===== src/hw/rtl/mmh_pkg.sv =====
// mmh_pkg: constants, command types and helpers for the murmur2 stream hash
// used by mmh_ctrl, mmh_dpath and murmur2_stream_hash; no dependencies
`default_nettype none

package mmh_pkg;

    localparam logic [31:0] MixMult   = 32'h5bd1_e995;
    localparam int unsigned MixShift  = 24;
    localparam int unsigned FinShiftA = 13;
    localparam int unsigned FinShiftB = 15;
    localparam logic [31:0] SeedReset = 32'h3141_5926;

    // datapath operation for the current cycle
    typedef enum logic [2:0] {
        OP_NONE,
        OP_K1,
        OP_K2,
        OP_HFULL,
        OP_HTAIL,
        OP_FIN,
        OP_EMIT
    } t_op;

    typedef struct packed {
        logic load;
        t_op  op;
    } t_cmd;

    function automatic logic [31:0] tail_mask(input logic [1:0] count);
        logic [31:0] m;
        unique case (count)
            2'd1:    m = 32'h0000_00ff;
            2'd2:    m = 32'h0000_ffff;
            2'd3:    m = 32'h00ff_ffff;
            default: m = 32'h0000_0000;
        endcase
        return m;
    endfunction

endpackage

`default_nettype wire


===== src/hw/rtl/mmh_dpath.sv =====
// mmh_dpath: hash datapath with one shared multiply-by-constant unit,
// seed register and result register; depends on mmh_pkg
`default_nettype none

module mmh_dpath import mmh_pkg::*; (
    input  wire logic        i_clk,
    input  wire logic        i_rst_n,
    input  wire t_cmd        i_cmd,
    input  wire logic        i_cfg_we,
    input  wire logic [31:0] i_cfg_data,
    input  wire logic [31:0] i_data_word,
    input  wire logic [2:0]  i_byte_count,
    input  wire logic        i_is_first,
    input  wire logic [31:0] i_key_length,
    output logic [31:0]      o_hash_value
);

    logic [31:0] r_seed;
    logic [31:0] r_hash;
    logic [31:0] r_word;
    logic [31:0] r_k;
    logic [31:0] r_out;
    logic [31:0] mul_a;
    logic [31:0] mul_p;
    logic [31:0] fin_h;

    always_comb begin
        unique case (i_cmd.op)
            OP_K1:    mul_a = r_word;
            OP_K2:    mul_a = r_k ^ (r_k >> MixShift);
            OP_HFULL: mul_a = r_hash;
            OP_HTAIL: mul_a = r_hash ^ r_word;
            OP_FIN:   mul_a = r_hash ^ (r_hash >> FinShiftA);
            default:  mul_a = r_hash;
        endcase
    end

    // low 32 bits only: arithmetic is modulo 2^32
    assign mul_p = 32'(mul_a * MixMult);
    assign fin_h = r_hash ^ (r_hash >> FinShiftB);

    always_ff @(posedge i_clk) begin
        if (!i_rst_n) begin
            r_seed <= SeedReset;
        end else if (i_cfg_we) begin
            r_seed <= i_cfg_data;
        end
    end

    always_ff @(posedge i_clk) begin
        if (!i_rst_n) begin
            r_hash <= '0;
        end else if (i_cmd.load) begin
            if (i_is_first) begin
                r_hash <= r_seed ^ i_key_length;
            end
        end else begin
            unique case (i_cmd.op)
                OP_HFULL:        r_hash <= mul_p ^ r_k;
                OP_HTAIL, OP_FIN: r_hash <= mul_p;
                OP_EMIT:         r_hash <= fin_h;
                default:         r_hash <= r_hash;
            endcase
        end
    end

    always_ff @(posedge i_clk) begin
        if (i_cmd.load) begin
            // partial words are masked once here
            r_word <= i_byte_count[2] ? i_data_word
                                      : (i_data_word & tail_mask(i_byte_count[1:0]));
        end
        if (i_cmd.op == OP_K1 || i_cmd.op == OP_K2) begin
            r_k <= mul_p;
        end
        if (i_cmd.op == OP_EMIT) begin
            r_out <= fin_h;
        end
    end

    assign o_hash_value = r_out;

endmodule

`default_nettype wire


===== src/hw/rtl/mmh_ctrl.sv =====
// mmh_ctrl: sequencer for one item at a time and the result beat valid flag
// depends on mmh_pkg
`default_nettype none

module mmh_ctrl import mmh_pkg::*; (
    input  wire logic       i_clk,
    input  wire logic       i_rst_n,
    input  wire logic       i_in_valid,
    output logic            o_in_ready,
    input  wire logic [2:0] i_byte_count,
    input  wire logic       i_is_last,
    output logic            o_out_valid,
    input  wire logic       i_out_ready,
    output t_cmd            o_cmd
);

    typedef enum logic [2:0] {
        S_IDLE,
        S_K1,
        S_K2,
        S_HFULL,
        S_HTAIL,
        S_FIN,
        S_EMIT
    } t_state;

    t_state r_state;
    logic   r_last;
    logic   r_out_valid;
    logic   accept;
    logic   out_free;

    assign o_in_ready = (r_state == S_IDLE);
    assign accept     = i_in_valid && o_in_ready;
    assign out_free   = !r_out_valid || i_out_ready;

    always_comb begin
        o_cmd.load = accept;
        unique case (r_state)
            S_K1:    o_cmd.op = OP_K1;
            S_K2:    o_cmd.op = OP_K2;
            S_HFULL: o_cmd.op = OP_HFULL;
            S_HTAIL: o_cmd.op = OP_HTAIL;
            S_FIN:   o_cmd.op = OP_FIN;
            S_EMIT:  o_cmd.op = out_free ? OP_EMIT : OP_NONE;
            default: o_cmd.op = OP_NONE;
        endcase
    end

    always_ff @(posedge i_clk) begin
        if (!i_rst_n) begin
            r_state     <= S_IDLE;
            r_last      <= 1'b0;
            r_out_valid <= 1'b0;
        end else begin
            if (r_state == S_EMIT && out_free) begin
                r_out_valid <= 1'b1;
            end else if (r_out_valid && i_out_ready) begin
                r_out_valid <= 1'b0;
            end
            unique case (r_state)
                S_IDLE: begin
                    if (accept) begin
                        r_last <= i_is_last;
                        // counts 5..7 saturate to a full word
                        if (i_byte_count[2]) begin
                            r_state <= S_K1;
                        end else if (i_byte_count[1:0] != 2'd0) begin
                            r_state <= S_HTAIL;
                        end else if (i_is_last) begin
                            r_state <= S_FIN;
                        end
                    end
                end
                S_K1:    r_state <= S_K2;
                S_K2:    r_state <= S_HFULL;
                S_HFULL: r_state <= r_last ? S_FIN : S_IDLE;
                S_HTAIL: r_state <= r_last ? S_FIN : S_IDLE;
                S_FIN:   r_state <= S_EMIT;
                S_EMIT: begin
                    if (out_free) begin
                        r_state <= S_IDLE;
                    end
                end
                default: r_state <= S_IDLE;
            endcase
        end
    end

    assign o_out_valid = r_out_valid;

endmodule

`default_nettype wire


===== src/hw/rtl/murmur2_stream_hash.sv =====
// murmur2_stream_hash: 32-bit murmurhash2 over little-endian key words
// one item at a time through a shared multiply unit; the beat is taken in idle,
// then a full word steps through K1, K2 and HFULL, a tail through HTAIL, an empty item
// through none; a last item adds FIN (finalize multiply) and EMIT (result load), and EMIT
// waits while a result is held; the output register frees the hash chain when not stalled
// sync active-low reset: seed to its default, running hash to zero, no beat held
`default_nettype none

module murmur2_stream_hash import mmh_pkg::*; (
    input  wire logic        i_clk,
    input  wire logic        i_rst_n,
    input  wire logic        i_cfg_we,
    input  wire logic [31:0] i_cfg_data,
    input  wire logic        i_in_valid,
    output logic             o_in_ready,
    input  wire logic [31:0] i_data_word,
    input  wire logic [2:0]  i_byte_count,
    input  wire logic        i_is_first,
    input  wire logic        i_is_last,
    input  wire logic [31:0] i_key_length,
    output logic             o_out_valid,
    input  wire logic        i_out_ready,
    output logic [31:0]      o_hash_value
);

    t_cmd cmd;

    mmh_ctrl u_ctrl (
        .i_clk        (i_clk),
        .i_rst_n      (i_rst_n),
        .i_in_valid   (i_in_valid),
        .o_in_ready   (o_in_ready),
        .i_byte_count (i_byte_count),
        .i_is_last    (i_is_last),
        .o_out_valid  (o_out_valid),
        .i_out_ready  (i_out_ready),
        .o_cmd        (cmd)
    );

    mmh_dpath u_dpath (
        .i_clk        (i_clk),
        .i_rst_n      (i_rst_n),
        .i_cmd        (cmd),
        .i_cfg_we     (i_cfg_we),
        .i_cfg_data   (i_cfg_data),
        .i_data_word  (i_data_word),
        .i_byte_count (i_byte_count),
        .i_is_first   (i_is_first),
        .i_key_length (i_key_length),
        .o_hash_value (o_hash_value)
    );

    // an emit always produces a result beat
    a_emit_valid: assert property (@(posedge i_clk) disable iff (!i_rst_n)
        cmd.op == OP_EMIT |=> o_out_valid)
        else $error("emit without result beat");

    // finalize is followed by the emit step
    a_fin_then_emit: assert property (@(posedge i_clk) disable iff (!i_rst_n)
        cmd.op == OP_FIN |=> (cmd.op == OP_EMIT || (o_out_valid && !i_out_ready)))
        else $error("finalize not followed by emit");

    // no datapath step runs while input is open
    a_idle_no_op: assert property (@(posedge i_clk) disable iff (!i_rst_n)
        o_in_ready |-> cmd.op == OP_NONE)
        else $error("datapath busy while accepting");

    // new result only replaces a taken one
    a_no_overwrite: assert property (@(posedge i_clk) disable iff (!i_rst_n)
        (o_out_valid && !i_out_ready) |-> cmd.op != OP_EMIT)
        else $error("result overwritten");

endmodule

`default_nettype wire


===== config.mk =====
export PLATFORM = sky130hd
export DESIGN_NAME = murmur2_stream_hash
export DESIGN_NICKNAME = d
export VERILOG_FILES = /design/src/hw/rtl/mmh_pkg.sv /design/src/hw/rtl/mmh_dpath.sv /design/src/hw/rtl/mmh_ctrl.sv /design/src/hw/rtl/murmur2_stream_hash.sv
export SDC_FILE = /design/constraint.sdc
export NUM_CORES = 1
export LEC_CHECK = 0
export BUFFER_PORTS_ARGS = -buffer_cell sky130_fd_sc_hd__buf_4
export CAP_MARGIN = 25
export CORE_ASPECT_RATIO = 0.75
export CORE_MARGIN = 1
export CORE_UTILIZATION = 50
export DETAILED_ROUTE_END_ITERATION = 8
export GPL_TIMING_DRIVEN = 1
export PLACE_DENSITY_LB_ADDON = 0.3
export SLEW_MARGIN = 20
export SYNTH_ARGS = -nofsm -noshare
export SYNTH_HDL_FRONTEND = slang
export SYNTH_HIERARCHICAL = 1
export SYNTH_SLANG_ARGS = --single-unit

===== constraint.sdc =====
create_clock -name i_clk -period 14.62 [get_ports i_clk]
set_input_delay 4.386 -clock i_clk [delete_from_list [all_inputs] [get_ports i_clk]]
set_output_delay 4.386 -clock i_clk [all_outputs]
set_load 0.01 [all_outputs]

* After elaboration in Yosys (flattened, before gate mapping)
Index checks and enable logic that the tools add are counted.
** Storage, ports and cells
- Flip-flop bits (word level) :: 165
- Input bits :: 106
- Output and inout bits :: 34
- Logic and storage cells :: 68
** Operators by class
- Multipliers :: 1
- Eq/ne operators :: 19
- Mux-type cells :: 18
- Bitwise operators :: 7
- Reductions and logical operators :: 15
** Operator list (number)
- $mux W32 :: 4
- $pmux W32 S4 :: 1
- $pmux W32 S3 :: 1
- $xor A32 B32 Y32 :: 3
- $pmux W24 S3 :: 1
- $pmux W3 S6 :: 2
- $and A32 B32 Y32 :: 1
- $mul A32 B31 Y32 const B :: 1
- $xor A32 B17 Y32 :: 1
- $xor A32 B19 Y32 :: 1
- $xor A32 B8 Y32 :: 1
- $mux W3 :: 7
- $eq A3 B3 Y1 const B :: 6
- $eq A3 B2 Y1 const B :: 4
- $eq A3 B1 Y1 const B :: 2
- $eq A2 B2 Y1 const B :: 2
- $ne A2 B2 Y1 const B :: 2
- $ne A4 B4 Y1 const B :: 1
- $reduce_and A2 Y1 :: 2
- $reduce_bool A2 Y1 :: 2
- $reduce_bool A4 Y1 :: 1
- $reduce_or A2 Y1 :: 2
- $logic_and A1 B1 Y1 :: 3
- $logic_not A3 Y1 :: 1
- other kinds (6) :: 8

* Longest topological paths before layout
- Depth in word-level cells :: 10
- Mapped depth :: 39
- Mapped depth without buffers :: 33

* Cells and area by module
Netlist, hierarchy kept.
** Modules (own cells, without submodules)
- mmh_dpath :: instances 1, cells each 1823, area an instance 17794.6 µm², seq. area each 4164.0 µm²
- mmh_ctrl :: instances 1, cells each 43, area an instance 386.6 µm², seq. area each 100.1 µm²

* Worst setup path after synthesis
No wires, ideal clock.
- Path type :: input to register
- Start :: in i_out_ready
- End :: reg u_dpath.r_hash[30]
- Arrival :: 12.625 ns
- Data required time :: 14.493 ns
- Setup slack :: 1.868 ns
- Cell stages on the path :: 34
- Path buffers :: 6
- Cell sequence :: nand2b_4 -> nand2b_1 -> a21oi_1 -> buf_4 -> buf_6 -> clkbuf_1 -> nand2b_1 -> clkbuf_1 -> clkbuf_1 -> clkbuf_1 -> nor3_1 -> a211oi_1 -> o21ai_0 -> ha_1 -> ha_1 -> inv_1 -> fa_1 -> fa_1 -> fa_1 -> inv_1 -> fa_1 -> fa_1 -> inv_1 -> fa_1 -> inv_1 -> ha_1 -> a211oi_1 -> nand3b_1 -> a21oi_1 -> o21ai_0 -> a2111o_1 -> a2111o_1 -> and4_1 -> or3_1
** RTL lines
- start, declared :: RTL line murmur2_stream_hash.sv:22 : input wire logic i_out_ready,
- end signal, assigned :: RTL line mmh_dpath.sv:55 : r_hash <= r_seed ^ i_key_length;
- end signal, assigned :: RTL line mmh_dpath.sv:59 : OP_HFULL: r_hash <= mul_p ^ r_k;
- end signal, assigned :: RTL line mmh_dpath.sv:60 : OP_HTAIL, OP_FIN: r_hash <= mul_p;
- end, declared :: RTL line mmh_dpath.sv:19 : logic [31:0] r_hash;

==> results by group <==
Setup path
  – Worst setup path category: in2reg
  – Slowest library cell on the worst path: fa_1
  – Length in cells of the worst reg-to-reg path: 30
  – Worst reg-to-reg setup slack: 4.80 ns
  – Worst reg2reg path startpoint: u_ctrl/r_state[0]$_SDFFE_PN0P_
  – Critical Path End Type: flop
  – Data arrival time of the worst path: 13.26 ns
  – Crit path max fanout: 18
  – Stage delay of the slowest cell on the critical path: 0.63 ns
  – Endpoint of the lowest-slack register-to-register path: u_dpath/r_hash[30]$_SDFFE_PN0P_
  – Required time reported for the critical path endpoint: 14.94 ns
  – Critical path startpoint category: input port
  – Cell with the most instances on the worst path: fa_1

Die
  – Die area: 37100 um2
  – Starting Density: 50.8%
  – Rows: 60
  – Core area: 35800 um2
  – Die Y-Extent: 167 um
  – I/O pin count: 140
  – Die X: 222 um

Global route
  – Number of global-route vias before repair: 14.0k
  – Largest net degree at the start of global routing: 59
  – First-pass GRT wire length: 85000 um
  – Grt ovf: 0
  – Overall fraction of global-route tracks in use: 30.5%
  – Initial antenna violation count: 2

Place
  – GP Congestion: 0.991
  – Sum of net half-perimeters after detailed placement: 45200 um
  – Number of input and output port buffers inserted: 139

Synthesis
  – Top flip-flop cell by instance count after synthesis: edfxtp_1
  – Distinct cell type count of the synthesized netlist: 75
  – Post-synth top cells: inv_1, ha_1, fa_1
  – Share of the synthesized area in the top cell type: 19.9%
  – Post-Syn Area: 18200 um2
  – Net count of the mapped netlist: 2369
  – Yosys warning total: 6
  – Number of enable flip-flop cells after synthesis: 96
  – Syn Area/Cell: 9.74 um2
  – Leading cell types by total area after synthesis: fa_1, edfxtp_1, ha_1, inv_1, dfxtp_1
  – Sequential area share after synthesis: 23.5%
  – Synth Instances: 1866
  – Cell with the most instances after synthesis: inv_1
  – Flip-flop and latch count after synthesis: 165
  – Asr flop ratio synth: 0%
  – Most area-hungry cell type in the Yosys netlist: fa_1

CTS
  – Clock sinks: 165
  – TritonCTS Buffers: 17
  – CTS clock-pin slew for the worst setup and hold paths: 0.07 ns
  – TritonCTS clock tree: built
  – Clock Tree Root: clkbuf_16
  – Clock insertion delay at the later pin of the skew report: 0.44 ns
  – Post_cts resized: 0
  – Hold buffers post-CTS: 0
  – CTS H-tree depth: 4
  – Number of buffers between clock root and the deepest sink: 2
  – Buffers inserted by post-CTS timing repair: 0

Drt
  – Vias after detailed routing: 14.2k
  – Antenna viol nets, final: 0
  – Count of TritonRoute iterations in the first routing pass: 7
  – DR vias/cell: 5.76
  – Total length of routed wires: 55400 um
  – Number of remaining DRC errors: 0
  – Routed wire per std cell: 22.5 um
  – Number of DRC markers after the initial detailed-route iteration: 1540

Worst hold path
  – Hold Path Class: reg2reg
  – Worst Hold Path EP: u_dpath/r_seed[29]$_SDFFE_PN1P_
  – Min-Delay Path Depth: 2
  – Hold wc startpoint: u_dpath/r_seed[29]$_SDFFE_PN1P_

STA
  – Setup violation total in the final timing report: 0
  – Transition time at the pin with the least slew margin: 1.03 ns
  – Worst slew margin relative to its limit: 31.2%
  – Fin. max-slew vios: 0
  – Unrepaired setup endpoints after global routing: false
  – Maximum clock skew at final layout: 0.0137 ns
  – Total negative slack: 0 ns
  – Min cycle time layout: 12.94 ns
  – Achievable Freq: 77.3 MHz
  – Share of the clock period used by the worst path: 88.5%
  – Total count of hold-check failures in the final report: 0

Final layout
  – Area added between synthesis and finish: 11.9%
  – Share of final-layout standard cells stronger than drive strength 1: 11.3%
  – Number of antenna diodes: 0
  – Net count of the finished layout: 2486

Run
  – Maximum capacitance violations: 0

Run status
  – Status: completed
cell families after synthesis:
kind of cell,after synthesis,synth area share [%]
AO/OA/AOI/OAI,333,12.5
XOR/XNOR,131,7.11
adder cells (fa/ha/maj),397,34.8
buffers and inverters,464,9.85
flip-flops,165,23.5
multiplexers,75,4.14
AND/OR/NAND/NOR,301,8.15
metal layers:
metal	global-route usage [%]	vias to the layer above	part of all wire, %
met5	0	-	0.061
met3	7.69	51	11
met2	43.2	683	41
met4	4.56	4	0.99
li1	-	6433	-
met1	47.3	7005	47
per-stage QoR:
stage | instances | utilization, % | instance area [um2] | hold slack, ns | setup WS (ns)
6_report | 2461 | 56.8 | 20300 | 0.499 | 1.68
5_1_grt | 2461 | 56.8 | 20300 | 0.530 | 1.32
4_1_cts | 2461 | 56.8 | 20300 | 0.499 | 1.80
3_5_place_dp | 2429 | 55.2 | 19800 | 0.481 | 1.33
3_3_place_gp | 2428 | 55.1 | 19700 | 0.475 | 1.50
2_1_floorplan | 1866 | - | 18200 | 0.406 | 1.87
critical path, delay by kind of cell:
family	cells	cell delay (ns)
compound gates	9	2.77
fa+ha+maj	9	4.02
buf+inv	8	0.81
simple gates	6	1.26
layout make-up:
| cell class | instances | area, um2 |
|---|---|---|
| Clock inverter | 14 | 163 |
| Clock buffer | 18 | 429 |
| Sequential cell | 165 | 4260 |
| Multi-Input combinational cell | 1237 | 12100 |
| Fill cell | 3180 | 15500 |
| Timing Repair Buffer | 173 | 1300 |
| Tap cell | 465 | 582 |
| Inverter | 389 | 1460 |
cells in the final DEF (no fill, tap or decap), drive strengths merged, types with 46 or more instances in the layout:
master / synthesis / final
xnor2: 61 / 61
nand2: 86 / 86
a21oi: 102 / 102
ha: 216 / 216
edfxtp: 96 / 96
xor2: 60 / 60
inv: 387 / 395
dfxtp: 69 / 69
fa: 181 / 181
buf: 24 / 173
o21ai: 46 / 46
mux2i: 73 / 73
nor2: 81 / 81
sequential cells by signal, summed over array words and instances, names as in the netlist:
register              cells
u_ctrl/o_out_valid        1
u_ctrl/r_last             1
u_ctrl/r_state            3
u_dpath/o_hash_value     32
u_dpath/r_hash           32
u_dpath/r_k              32
u_dpath/r_seed           32
u_dpath/r_word           32
worst max path at each step:
stage,start,to,slack [ns],cells past startpoint
CTS,i_out_ready,u_dpath/r_hash[30]$_SDFFE_PN0P_,1.80,32
global placement,i_out_ready,u_dpath/r_hash[23]$_SDFFE_PN0P_,1.50,32
finish,i_out_ready,u_dpath/r_hash[30]$_SDFFE_PN0P_,1.68,32
detailed placement,i_out_ready,u_dpath/r_hash[30]$_SDFFE_PN0P_,1.33,32
global route,i_out_ready,u_dpath/r_hash[23]$_SDFFE_PN0P_,1.32,32
floorplan,i_out_ready,u_dpath/r_hash[30]$_SDFFE_PN0P_,1.87,34
Power is left out: the tool's default activity adds up to more than one toggle a clock period on the data nets, which glitch-free logic cannot reach.
